[config.mk]
export PLATFORM = sky130hd
export DESIGN_NAME = key_value_message_deframer_top
export DESIGN_NICKNAME = d
export VERILOG_FILES = /design/src/hw/rtl/kvd_pkg.sv /design/src/hw/rtl/kvd_core.sv /design/src/hw/rtl/key_value_message_deframer_top.sv
export SDC_FILE = /design/constraint.sdc
export NUM_CORES = 1
export LEC_CHECK = 0
export ABC_CLOCK_PERIOD_IN_PS = 2550
export BUFFER_PORTS_ARGS = -buffer_cell sky130_fd_sc_hd__buf_4
export CAP_MARGIN = 20
export CORE_MARGIN = 4
export CORE_UTILIZATION = 25
export DETAILED_ROUTE_END_ITERATION = 12
export GPL_ROUTABILITY_DRIVEN = 0
export GPL_TIMING_DRIVEN = 1
export PLACE_DENSITY = 0.45
export SETUP_SLACK_MARGIN = 0.2
export SLEW_MARGIN = 0
export SYNTH_ARGS = -nofsm -noshare
export SYNTH_HDL_FRONTEND = slang
export SYNTH_SLANG_ARGS = --single-unit
[constraint.sdc]
create_clock -name i_clk -period 2.55 [get_ports i_clk]
set_input_delay 0 -clock i_clk [delete_from_list [all_inputs] [get_ports i_clk]]
set_output_delay 0 -clock i_clk [all_outputs]
set_load 0.01 [all_outputs]
[src/hw/rtl/kvd_pkg.sv]
// Shared types and constants for the key/value message deframer.
// No dependencies; imported by kvd_core and key_value_message_deframer_top.
package kvd_pkg;

    localparam int LengthBits = 32;

    localparam logic [15:0] VersionReset = 16'd1;

    typedef enum logic [2:0] {
        PH_VER_HI = 3'd0,
        PH_VER_LO = 3'd1,
        PH_KEYLEN = 3'd2,
        PH_KEY    = 3'd3,
        PH_VALLEN = 3'd4,
        PH_VAL    = 3'd5,
        PH_DONE   = 3'd6
    } t_phase;

    typedef enum logic [2:0] {
        ROLE_VERSION = 3'd0,
        ROLE_LENGTH  = 3'd1,
        ROLE_KEY     = 3'd2,
        ROLE_VALUE   = 3'd3,
        ROLE_IGNORED = 3'd4
    } t_role;

    typedef enum logic [1:0] {
        ST_OK      = 2'd0,
        ST_VERSION = 2'd1,
        ST_TRUNC   = 2'd2,
        ST_PADDING = 2'd3
    } t_status;

    typedef struct packed {
        logic [7:0] data;
        t_role      role;
        logic       key_end;
        logic       value_end;
        logic       message_end;
        t_status    status;
    } t_result;

endpackage

[src/hw/rtl/kvd_core.sv]
// Parser state and per-byte classification logic for the deframer.
// Depends on kvd_pkg for phase, role, status and result types.
module kvd_core (
    input  logic            i_clk,
    input  logic            i_rst_n,
    input  logic            i_step,
    input  logic [7:0]      i_byte,
    input  logic            i_fin,
    input  logic [15:0]     i_version,
    output kvd_pkg::t_result o_result
);
    import kvd_pkg::*;

    t_phase                r_phase, n_phase;
    logic [1:0]            r_idx, n_idx;
    logic [LengthBits-1:0] r_acc, n_acc;
    logic [LengthBits-1:0] r_rem, n_rem;
    logic [7:0]            r_ver_hi, n_ver_hi;
    t_status               r_err, n_err;

    logic [LengthBits+7:0] len_shift;
    logic [LengthBits-1:0] len_next;
    logic [LengthBits-1:0] rem_dec;
    logic                  len_last;
    logic                  clean;
    t_role                 role;
    logic                  kend, vend;
    t_status               verdict;

    // Shift in one length byte; saturate a length that overflows the field.
    assign len_shift = {r_acc, i_byte};
    assign len_next  = (|len_shift[LengthBits+7:LengthBits]) ? '1
                                                              : len_shift[LengthBits-1:0];
    assign rem_dec   = r_rem - LengthBits'(1);
    assign len_last  = (r_idx == 2'd3);

    always_comb begin
        n_phase  = r_phase;
        n_idx    = r_idx;
        n_acc    = r_acc;
        n_rem    = r_rem;
        n_ver_hi = r_ver_hi;
        n_err    = r_err;
        role     = ROLE_IGNORED;
        kend     = 1'b0;
        vend     = 1'b0;
        clean    = 1'b0;
        if (r_err == ST_OK) begin
            unique case (r_phase)
                PH_VER_HI: begin
                    role     = ROLE_VERSION;
                    n_ver_hi = i_byte;
                    n_phase  = PH_VER_LO;
                end
                PH_VER_LO: begin
                    role = ROLE_VERSION;
                    if ({r_ver_hi, i_byte} != i_version) begin
                        n_err = ST_VERSION;
                    end
                    n_phase = PH_KEYLEN;
                    n_idx   = 2'd0;
                    n_acc   = '0;
                end
                PH_KEYLEN: begin
                    role  = ROLE_LENGTH;
                    n_acc = len_next;
                    n_idx = r_idx + 2'd1;
                    if (len_last) begin
                        if (len_next == '0) begin
                            n_phase = PH_DONE;
                            clean   = 1'b1;
                        end else begin
                            n_rem   = len_next;
                            n_phase = PH_KEY;
                        end
                        n_acc = '0;
                    end
                end
                PH_KEY: begin
                    role  = ROLE_KEY;
                    n_rem = rem_dec;
                    if (rem_dec == '0) begin
                        kend    = 1'b1;
                        n_phase = PH_VALLEN;
                        n_idx   = 2'd0;
                        n_acc   = '0;
                    end
                end
                PH_VALLEN: begin
                    role  = ROLE_LENGTH;
                    n_acc = len_next;
                    n_idx = r_idx + 2'd1;
                    if (len_last) begin
                        if (len_next == '0) begin
                            vend    = 1'b1;
                            n_phase = PH_KEYLEN;
                        end else begin
                            n_rem   = len_next;
                            n_phase = PH_VAL;
                        end
                        n_acc = '0;
                    end
                end
                PH_VAL: begin
                    role  = ROLE_VALUE;
                    n_rem = rem_dec;
                    if (rem_dec == '0) begin
                        vend    = 1'b1;
                        n_phase = PH_KEYLEN;
                        n_idx   = 2'd0;
                        n_acc   = '0;
                    end
                end
                default: begin
                    // Anything after the end marker is padding.
                    role  = ROLE_IGNORED;
                    n_err = ST_PADDING;
                end
            endcase
        end
    end

    always_comb begin
        if (i_fin && n_err == ST_OK) begin
            verdict = clean ? ST_OK : ST_TRUNC;
        end else begin
            verdict = n_err;
        end
    end

    always_comb begin
        o_result.data        = i_byte;
        o_result.role        = role;
        o_result.key_end     = kend;
        o_result.value_end   = vend;
        o_result.message_end = i_fin;
        o_result.status      = verdict;
    end

    always_ff @(posedge i_clk) begin
        if (!i_rst_n || (i_step && i_fin)) begin
            r_phase  <= PH_VER_HI;
            r_idx    <= 2'd0;
            r_acc    <= '0;
            r_rem    <= '0;
            r_ver_hi <= 8'd0;
            r_err    <= ST_OK;
        end else if (i_step) begin
            r_phase  <= n_phase;
            r_idx    <= n_idx;
            r_acc    <= n_acc;
            r_rem    <= n_rem;
            r_ver_hi <= n_ver_hi;
            r_err    <= n_err;
        end
    end

endmodule

[src/hw/rtl/key_value_message_deframer_top.sv]
// Key/value message deframer: top level with input and result registers.
// Depends on kvd_pkg and kvd_core.
//
// Usage:
//   Input channel (i_in_valid / o_in_ready) carries one message byte per beat
//   plus a flag on the last byte of the buffer. Result channel
//   (o_out_valid / i_out_ready) returns one beat per input beat: the byte,
//   its role, key and pair end marks, the final flag and a status.
//   Each accepted beat passes through the input register and then the result
//   register, where its result is presented; a stalled receiver can hold it
//   in between. Throughput: one beat per cycle while the receiver does not
//   stall, set by the parser step between the two registers.
//   A stalled receiver holds the result register; the input register still
//   takes one more beat, then o_in_ready drops until the result drains.
//   The final byte delivers the message verdict and returns the parser to
//   its start state. The user must write the accepted version register
//   (i_cfg_we / i_cfg_wdata, no wait) only while the block is idle; it
//   does not enforce this itself. Reset (i_rst_n low, synchronous) empties
//   both registers, clears the parser and sets the accepted version to 1.
module key_value_message_deframer_top (
    input  logic        i_clk,
    input  logic        i_rst_n,
    input  logic        i_cfg_we,
    input  logic [15:0] i_cfg_wdata,
    input  logic        i_in_valid,
    output logic        o_in_ready,
    input  logic [7:0]  i_data_byte,
    input  logic        i_final_byte,
    output logic        o_out_valid,
    input  logic        i_out_ready,
    output logic [7:0]  o_data_out,
    output logic [2:0]  o_byte_role,
    output logic        o_key_end,
    output logic        o_value_end,
    output logic        o_message_end,
    output logic [1:0]  o_status
);
    import kvd_pkg::*;

    logic [15:0] r_version;
    logic        r_in_vld;
    logic [7:0]  r_in_byte;
    logic        r_in_fin;
    logic        r_out_vld;
    t_result     r_out;
    t_result     step_result;
    logic        advance;

    // Advance the input beat into the result register when that slot frees.
    assign advance    = r_in_vld && (!r_out_vld || i_out_ready);
    assign o_in_ready = !r_in_vld || advance;

    always_ff @(posedge i_clk) begin
        if (!i_rst_n) begin
            r_version <= VersionReset;
        end else if (i_cfg_we) begin
            r_version <= i_cfg_wdata;
        end
    end

    // Input register: hold the beat until the parser consumes it.
    always_ff @(posedge i_clk) begin
        if (!i_rst_n) begin
            r_in_vld <= 1'b0;
        end else if (o_in_ready) begin
            r_in_vld <= i_in_valid;
        end
    end

    always_ff @(posedge i_clk) begin
        if (o_in_ready && i_in_valid) begin
            r_in_byte <= i_data_byte;
            r_in_fin  <= i_final_byte;
        end
    end

    kvd_core u_core (
        .i_clk     (i_clk),
        .i_rst_n   (i_rst_n),
        .i_step    (advance),
        .i_byte    (r_in_byte),
        .i_fin     (r_in_fin),
        .i_version (r_version),
        .o_result  (step_result)
    );

    // Result register: drop the beat once taken, load the next one.
    always_ff @(posedge i_clk) begin
        if (!i_rst_n) begin
            r_out_vld <= 1'b0;
        end else if (advance) begin
            r_out_vld <= 1'b1;
        end else if (i_out_ready) begin
            r_out_vld <= 1'b0;
        end
    end

    always_ff @(posedge i_clk) begin
        if (advance) begin
            r_out <= step_result;
        end
    end

    assign o_out_valid   = r_out_vld;
    assign o_data_out    = r_out.data;
    assign o_byte_role   = r_out.role;
    assign o_key_end     = r_out.key_end;
    assign o_value_end   = r_out.value_end;
    assign o_message_end = r_out.message_end;
    assign o_status      = r_out.status;

`ifndef NO_ASSERTIONS
    // An ignored byte only follows an error or the end marker.
    a_ignored_has_error: assert property (@(posedge i_clk) disable iff (!i_rst_n)
        (r_out_vld && r_out.role == ROLE_IGNORED) |-> (r_out.status != ST_OK))
        else $error("ignored byte reported with ok status");

    a_key_end_role: assert property (@(posedge i_clk) disable iff (!i_rst_n)
        (r_out_vld && r_out.key_end) |-> (r_out.role == ROLE_KEY))
        else $error("key end on a non-key byte");

    a_value_end_role: assert property (@(posedge i_clk) disable iff (!i_rst_n)
        (r_out_vld && r_out.value_end) |->
        (r_out.role == ROLE_VALUE || r_out.role == ROLE_LENGTH))
        else $error("pair end on a byte that is neither value nor length");

    a_stall_holds_input: assert property (@(posedge i_clk) disable iff (!i_rst_n)
        !o_in_ready |-> (r_in_vld && r_out_vld && !i_out_ready))
        else $error("input stalled without a full pipeline");
`endif

endmodule
Word-level counts from Yosys, hierarchy flattened
Cells that the tools add are included.
{"block": "totals", "register_bits": 122, "in_bits": 30, "output_inout_bits": 18}
{"block": "op_classes", "add_sub_neg": 2, "n_eq_ne": 14, "n_mux": 30, "reduce_logical": 29}
{"cell": "two-way mux 32 bit", "n": 5}
{"cell": "one-hot mux 32 bit (3 select lines)", "n": 1}
{"cell": "logical NOT 32 bit", "n": 2}
{"cell": "one-hot mux 32 bit (2 select lines)", "n": 1}
{"cell": "subtractor 32 x 1 -> 32 bit, second input constant", "n": 1}
{"cell": "two-way mux 3 bit", "n": 6}
{"cell": "one-hot mux 3 bit (6 select lines)", "n": 1}
{"cell": "inequality test 16 bit", "n": 1}
{"cell": "inequality test 2 x 1 -> 1 bit, second input constant", "n": 6}
{"cell": "one-hot mux 3 bit (4 select lines)", "n": 1}
{"cell": "two-way mux 2 bit", "n": 5}
{"cell": "OR reduction 8 bit", "n": 1}
{"cell": "two-way mux 1 bit", "n": 7}
{"cell": "AND reduction 7 bit", "n": 1}
{"cell": "== test 3 x 2 -> 1 bit, second input constant", "n": 2}
{"cell": "== test 3 bit, second input constant", "n": 2}
{"cell": "one-hot mux 2 bit (3 select lines)", "n": 1}
{"cell": "nonzero test 6 bit", "n": 1}
{"cell": "OR reduction 2 bit", "n": 3}
{"cell": "AND reduction 5 bit", "n": 1}
{"cell": "OR reduction 5 bit", "n": 1}
{"cell": "logical AND 1 bit", "n": 4}
{"cell": "logical NOT 2 bit", "n": 2}
{"cell": "one-hot mux 2 bit (2 select lines)", "n": 1}
{"cell": "13 further kinds", "n": 18}

Longest topological paths before layout
Gate-level depths: netlist (run 1).
{"block": "depth", "depth_word": 9, "mapped_depth": 13, "ltp_nobuf": 10}

By module
From an unflattened synthesis (run 1), not the netlist that was laid out.
{"block": "hier_totals", "cells_unflattened": 711, "hier_area_um2": 6587.6}
{"module": "kvd_core", "instances": 1, "cells_per_inst": 626, "area_per_inst_um2": 5139.9}
{"module": "key_value_message_deframer_top", "instances": 1, "cells_per_inst": 85, "area_per_inst_um2": 1447.6}

Worst setup path before layout (run 1)
OpenSTA, ideal clock, no wires.
{"block": "synth_timing", "kind": "reg-to-reg", "start": "register u_core.r_rem[0]", "end": "register u_core.r_acc[10]", "setup_time_ps": 132, "arrival_ps": 2611, "required_ps": 2418, "path_slack_ps": -193, "path_stages_with_launch": 14, "period_less_slack_ps": 2743, "cell_sequence": "dfxtp_1 buf_4 inv_1 ha_1 clkbuf_2 nor3b_2 nand3_4 or4_4 inv_1 o2111ai_2 o2bb2ai_2 a21oi_4 buf_6 o2bb2ai_2"}
{"block": "synth_between", "elab_chain_len": 4}
{"item": "start, declared", "line": "kvd_core.sv:17", "text": "logic [LengthBits-1:0] r_rem, n_rem;"}
{"item": "start signal, assigned", "line": "kvd_core.sv:152", "text": "r_rem <= n_rem;"}
{"item": "subtractor 32 x 1 -> 32 bit", "line": "kvd_core.sv:34", "text": "assign rem_dec = r_rem - LengthBits'(1);"}
{"item": "logical NOT 32 bit", "line": "kvd_core.sv:82, kvd_core.sv:107"}
{"item": "inequality test 2 x 1 -> 1 bit (no line)"}
{"item": "AND reduction 4 bit (no line)"}
{"item": "end signal, assigned", "line": "kvd_core.sv:151", "text": "r_acc <= n_acc;"}
{"item": "end, declared", "line": "kvd_core.sv:16", "text": "logic [LengthBits-1:0] r_acc, n_acc;"}
Every way passes these cells.
A chain may end at the register's enable or synchronous reset.

Worst setup path after layout (run 1)
{"block": "layout_timing", "start": "register u_core.r_rem[0]", "end": "register u_core.r_acc[30]"}
Same word-level chain as after synthesis.

==> results of run 1 <==
how the worst max path moves through the flow:
stage / from / to / depth (start not counted)
floorplan: u_core.r_rem[0] / u_core.r_acc[10] / 13
detailed placement: u_core.r_rem[0] / u_core.r_phase[2] / 9
CTS: u_core.r_rem[2] / u_core.r_acc[31] / 9
finish: u_core.r_rem[0] / u_core.r_acc[30] / 10
global route: u_core.r_rem[0] / u_core.r_acc[30] / 10
global placement: u_core.r_rem[0] / u_core.r_phase[2] / 9
sequential cells by signal, summed over array words and instances, names as in the netlist:
| signal | flops |
|---|---|
| u_core.r_rem | 32 |
| r_in_byte | 8 |
| o_out_valid | 1 |
| u_core.r_idx | 2 |
| u_core.r_phase | 3 |
| r_version | 16 |
| o_status | 2 |
| o_data_out | 8 |
| u_core.r_ver_hi | 8 |
| u_core.r_err | 2 |
| o_value_end | 1 |
| u_core.r_acc | 32 |
| o_key_end | 1 |
| o_byte_role | 3 |
| r_in_fin | 1 |
| o_message_end | 1 |
| r_in_vld | 1 |
synthesized netlist by cell type, types with 18 or more instances:
cell type,number,area share (%)
a21oi_1,39,3.1
clkbuf_1,37,2.2
dfxtp_1,97,31
edfxtp_1,25,12
mux2i_1,24,3.8
nand2_1,52,3.1
nand3_1,18,1.4
nor2_1,85,5.0
nor2b_1,21,2.1
nor4_1,20,2.0
o21ai_0,43,3.4
o2bb2ai_2,24,5.7
cells in the final DEF, fill, tap and decap left out, drive strengths merged, types with 18 or more instances in the layout:
cell type    netlist  layout
nand2             53      53
dfxtp             97      97
dlygate4sd3        0      46
nor3              18      18
o2bb2ai           33      33
o21ai             44      44
nor4              25      25
nand3             19      19
nor2b             21      21
nor2              85      85
buf               15     126
edfxtp            25      25
inv                9      19
a21oi             40      40
mux2i             24      24
what timing repair did:
action                                 CTS  global route
buffers inserted                         5             0
gates cloned                             0             0
hold buffers                            46             0
endpoints found under the hold margin   27             0
setup endpoints to repair               45            62
resized for setup                       15             6
pin swaps                               11             4
worst reg2reg max path, delay by kind of cell (launching register included):
| family | cells | cell delay, ps |
|---|---|---|
| compound gates | 4 | 560 |
| simple gates | 4 | 1200 |
| flops | 1 | 360 |
| buf+inv | 2 | 420 |
where the power goes:
part	switching, W	total (W)	internal (W)
Sequential	0.0000343	0.00205	0.00201
Clock	0.00110	0.00241	0.00132
Combinational	0.000170	0.000351	0.000180
Total	0.00130	0.00481	0.00351
per-stage QoR:
stage                     power [W]  area (sq um)  instances  hold WS (ps)
after detailed placement   0.002386          7445       1081         179.5
after global placement     0.002385          7445       1081         179.8
after global routing       0.005002          8613       1164         255.5
final                      0.004815          8613       1164         225.8
after CTS                  0.004865          8582       1164         220.5
after floorplan            0.002258          6360        689         98.87
kinds of logic after synthesis:
| logic type | after synthesis | share of synthesized area, % |
|---|---|---|
| AND/OR/NAND/NOR | 282 | 23.66 |
| AO/OA/AOI/OAI | 169 | 20.91 |
| flip-flops | 122 | 42.57 |
| buffers and inverters | 62 | 4.688 |
| XOR/XNOR | 25 | 3.462 |
| multiplexers | 24 | 3.798 |
| adder cells (fa/ha/maj) | 5 | 0.9101 |
routing by layer:
layer	vias up	GRT usage, %	part of all wire (%)
li1	2816	-	-
met1	2700	19.84	50
met2	64	22.24	46
met3	12	2.726	2.5
met4	0	3.664	1.0
met5	-	0	0
layout make-up:
type / instances / area share [%]
well taps: 324 / 4.707
multi-input cells: 505 / 39.88
flip-flops and latches: 122 / 31.36
inverters: 9 / 0.3922
repair buffers: 172 / 16.76
clock inverters: 15 / 1.961
clock buffers: 17 / 4.939
==> summary.md, run 1 <==
| Metric | Value |
|---|---|
| Number of synthesized flops with an enable pin | `25` |
| CP required | `2900 ps` |
| Sequential area share after synthesis | `between 40 and 50%` |
| First-pass detailed-route iteration total | `4` |
| Setup repair after global routing missed its margin | `true` |
| Fill cells | `2516` |
| CTS Root Cell | `clkbuf_16` |
| CP peak stage delay | `approximately 440 ps` |
| Initial DRC Count | `337` |
| Layout cell share with drive strength beyond 1 | `27.26%` |
| H-tree lvl count | `4` |
| Max-cap violation count | `0` |
| CTS Buf Count | `17` |
| P_leak | `around 3.3 nW` |
| Slowest cell on crit path | `or3_1` |
| Worst-case clock buffer depth | `2` |
| Mapped Cells | `689` |
| Crit. End Element | `flop` |
| Syn Nets | `between 700 and 800` |
| Maximum VDD drop | `~0.47 mV` |
| I/O Buffers | `47` |
| Crit path DAT | `slightly below 3000 ps` |
| I/O pins | `48` |
| Synth warn | `0` |
| Max Clock Skew | `~12 ps` |
| Buf+Inv Stages, Crit Path | `2` |
| Crit Path Max Fanout | `32` |
| Startpoint type of the worst setup path | `flop` |
| Vias/cell | `slightly below 5` |
| DRT antenna net count | `0` |
| TritonCTS clock tree | `done` |
| Worst Hold Launch | `i_rst_n` |
| Largest net degree at the start of global routing | `~50` |
| Vias in the first global route | `5745` |
| Ant diodes | `0` |
| Synth cell types | `between 70 and 80` |
| Setup Viol. Count Final | `35` |
| Syn Area/Cell | `just over 9 sq um` |
| Routed len/inst | `16.46 microns` |
| Start of the worst register-to-register path | `u_core.r_rem[0]` |
| Area Growth Syn to Fin | `36.18%` |
| Final Hold Fails | `0` |
| WL final | `19150 microns` |
| Outcome | `complete, but fails checks` |
| Clk_lat worst skew | `about 430 ps` |
| Worst path top cell family by delay | `simple AND/OR/NAND/NOR gates` |
| Hold Crit Depth | `4` |
| Gr ovfl total | `0` |
| GRT Total Usage | `roughly 14%` |
| Pre-CTS setup slack | `-226.9 ps` |
| Reg2Reg Depth | `10` |
| Failing checks | `negative setup slack` |
| Initial antenna violation count | `0` |
| First-pass GRT wire length | `between 30000 and 40000 microns` |
| Post-layout min period | `between 2000 and 3000 ps` |
| Final-stage net count | `between 800 and 900` |
| Max Slew Vio Count | `0` |
| Cell Rows | `57` |
| Die H | `167.1 microns` |
| Pwr Density | `between 500 and 600 nW/um^2` |
| Mapped Area | `roughly 6300 sq um` |
| Core ar. | `24600 sq um` |
| Hpwl dp | `13380 microns` |
| Max-slew headroom | `around 61%` |
| Period utilization | `102.2%` |
| Setup TNS | `-1010 ps` |
| Clock-pin slew on the worst setup and hold paths | `70 ps` |
| Fmax | `approximately 380 MHz` |
| R2r endpoint | `u_core.r_acc[30]` |
| Seq cells post-synth | `122` |
| Crit Path Category | `flop to flop` |
| Initial Utilization | `between 20 and 30%` |
| # DRC | `0` |
| Worst Hold Class | `input port to flop` |
| Number of vias in the routed layout | `about 5600` |
| Async SR Flop Fraction | `0%` |
| Slew @ Worst Pin | `around 590 ps` |
| Util after Layout | `approximately a third` |
| Top FF cell, synth | `dfxtp_1` |
| Chip width | `167.1 microns` |
| Multi-input gate area | `3435 sq um` |
| Setup WS post-layout | `-56.14 ps` |
| Reg2reg setup slack | `-60 ps` |
| Flip-flop and latch area | `2701 sq um` |
| Hold Path Sink | `u_core.r_ver_hi[2]` |
| CTS Sinks | `roughly 120` |
| Die area | `about 28000 sq um` |
| Cell Chain, Critical Path | `nor4_4 -> buf_4 -> nand4_1 -> or3_1 -> and2_1 -> o2111ai_2 -> o2bb2ai_2 -> a21oi_4 -> buf_12 -> o2bb2ai_1` |
Note: power is estimated with default switching activity, not from simulation.
==> run 2, diff against run 1 <==
Settings changed: RECOVER_POWER from default to 25, SKIP_LAST_GASP from default to 1.
==> run 2 against run 1 <==
The run still ends with negative setup slack left. Global-route usage hardly changed. Worst hold slack better by 53 ps. First-iteration DRC count is 7.4% higher. Clock power hardly changed. Largest power group unchanged. Power is 0.35% lower. Sequential share of layout area is 0.16 points higher. Combinational power is 4% lower.
==> summary.md, run 2 (same netlist as run 1, synthesis figures left out) <==
| Metric | Value |
|---|---|
| Outcome | `complete, but fails checks` |
| Failing checks | `negative setup slack` |
| Final-stage net count | `861` |
| Clock-pin slew on the worst setup and hold paths | `~60 ps` |
| GRT Total Usage | `approximately 14%` |
| Initial DRC Count | `about 360` |
| WL final | `~19000 microns` |
| Vias/cell | `between 4 and 5` |
| Post-layout min period | `2579 ps` |
| H-tree lvl count | `4` |
| Flip-flop and latch area | `between 2000 and 3000 sq um` |
| Fmax | `~390 MHz` |
| CTS Root Cell | `clkbuf_16` |
| Final Hold Fails | `0` |
| Fill cells | `2541` |
| Hold_ws | `278.5 ps` |
| Largest registers | `u_core.r_acc: 32 flops, u_core.r_rem: 32 flops, r_version: 16 flops` |
| Max-cap violation count | `0` |
| DRT antenna net count | `0` |
| Setup TNS | `-239.9 ps` |
| Multi-input gate area | `about 3500 sq um` |
| R2r endpoint | `u_core.r_acc[31]` |
| Layout cell share with drive strength beyond 1 | `about 25%` |
| Ant diodes | `0` |
| Sequential power share | `42.7%` |
| Worst-case clock buffer depth | `2` |
| Hold Path Sink | `u_core.r_err[1]` |
| Chip width | `~170 microns` |
| # DRC | `0` |
| I/O Buffers | `between 40 and 50` |
| First-pass GRT wire length | `approximately 32000 microns` |
| First-pass detailed-route iteration total | `4` |
| Core ar. | `24600 sq um` |
| Max Slew Vio Count | `0` |
| Max-slew headroom | `around three fifths` |
| P_leak | `3.264 nW` |
| Routed len/inst | `16.44 microns` |
| Internal power | `0.003501 W` |
| Startpoint type of the worst setup path | `flop` |
| Setup Viol. Count Final | `26` |
| Crit Path Max Fanout | `32` |
| Crit. End Element | `flop` |
| Sw Pwr | `~0.0013 W` |
| Switching Fraction | `roughly 27%` |
| Setup WS post-layout | `-28.76 ps` |
| Pwr Density | `about 560 nW/um^2` |
| Initial antenna violation count | `0` |
| Most frequent cells in the layout | `buf_4 (94), dfxtp_1 (94), nor2_1 (84)` |
| Setup repair after global routing missed its margin | `true` |
| Slew @ Worst Pin | `between 600 and 700 ps` |
| Hold Crit Depth | `5` |
| Crit Path Category | `flop to flop` |
| Gr ovfl total | `0` |
| Max Clock Skew | `approximately 13 ps` |
| Clk pwr share | `50.3%` |
| Vias in the first global route | `around 5800` |
| Die area | `approximately 28000 sq um` |
| Cell Rows | `57` |
| Number of vias in the routed layout | `5591` |
| Start of the worst register-to-register path | `u_core.r_rem[0]` |
| Reg2Reg Depth | `10` |
| Largest net degree at the start of global routing | `between 50 and 60` |
| Die H | `between 150 and 200 microns` |
| CP required | `2900 ps` |
| Clk_lat worst skew | `420 ps` |
| Crit path DAT | `a little under 3000 ps` |
| Maximum VDD drop | `between 0.4 and 0.5 mV` |
| TritonCTS clock tree | `done` |
| Logic pwr share | `7.0%` |
| Period utilization | `101.1%` |
| Initial Utilization | `about a quarter` |
| Worst Hold Launch | `i_out_ready` |
| Area Growth Syn to Fin | `35.47%` |
| I/O pins | `48` |
| CTS Sinks | `around 120` |
| Reg2reg setup slack | `-30 ps` |
| Hpwl dp | `13380 microns` |
| Worst Hold Class | `input port to flop` |
| CTS Buf Count | `17` |
run 2: metal layers:
metal | wire (microns) | part of all wire (%) | up-vias | GRT usage, %
met5 | 0 | 0 | - | 0
met4 | 140 | 0.73 | 0 | 3.664
met3 | 546 | 2.9 | 8 | 2.726
met2 | 8939 | 47 | 76 | 22.35
met1 | 9531 | 50 | 2690 | 19.70
li1 | - | - | 2817 | -
run 2: through the flow:
stage               area (sq um)  power, W  cells  worst slack, ps  util [%]
floorplan                   6360  0.002258    689           -30.05         -
global placement            7445  0.002385   1081           -196.4     30.26
detailed placement          7445  0.002386   1081           -226.9     30.26
CTS                         8579  0.004865   1164           -31.55     34.87
global route                8568  0.004990   1165           -196.8     34.82
finish                      8568  0.004798   1165           -28.76     34.82
run 2: worst max-delay path by stage:
stage | from | endpoint | slack (ps) | cells past startpoint
6_report | u_core.r_rem[0] | u_core.r_acc[31] | -30 | 10
5_1_grt | u_core.r_rem[0] | u_core.r_rem[31] | -200 | 9
4_1_cts | u_core.r_rem[1] | u_core.r_acc[30] | -30 | 11
3_5_place_dp | u_core.r_rem[0] | u_core.r_phase[2] | -230 | 9
3_3_place_gp | u_core.r_rem[0] | u_core.r_phase[2] | -200 | 9
2_1_floorplan | u_core.r_rem[0] | u_core.r_acc[10] | -30 | 13
run 2: what timing repair did:
action,4_1_cts,5_1_grt
cloned,0,0
pin swaps,11,7
endpoints found under the hold margin,27,0
endpoints found under the setup margin,45,62
buffers inserted,5,1
hold buffers,46,0
resized for setup,13,11
run 2: power groups by stage:
stage          sequential (W)  clock (W)  combinational (W)
2_1_floorplan         0.00209          0           0.000167
3_3_place_gp          0.00210          0           0.000290
3_5_place_dp          0.00210          0           0.000290
4_1_cts               0.00205    0.00246           0.000352
5_1_grt               0.00206    0.00256           0.000371
6_report              0.00205    0.00241           0.000337
run 2: area by class of cell:
type | count | share of cell area, %
Multi-Input combinational cell | 505 | 40.39
Sequential cell | 122 | 31.53
Timing Repair Buffer | 173 | 16.02
Clock buffer | 17 | 4.965
Tap cell | 324 | 4.731
Clock inverter | 15 | 1.971
Inverter | 9 | 0.3943
run 2: worst max-delay path: stages, from the launching register on:
cell and delay [ps]:
dfxtp_4 360, nor4_4 390, buf_4 180, nand4_1 190, or3_1 440, and2_1 160
o2111ai_2 140, o2bb2ai_4 110, a21oi_4 150, buf_12 230, o2bb2ai_1 140
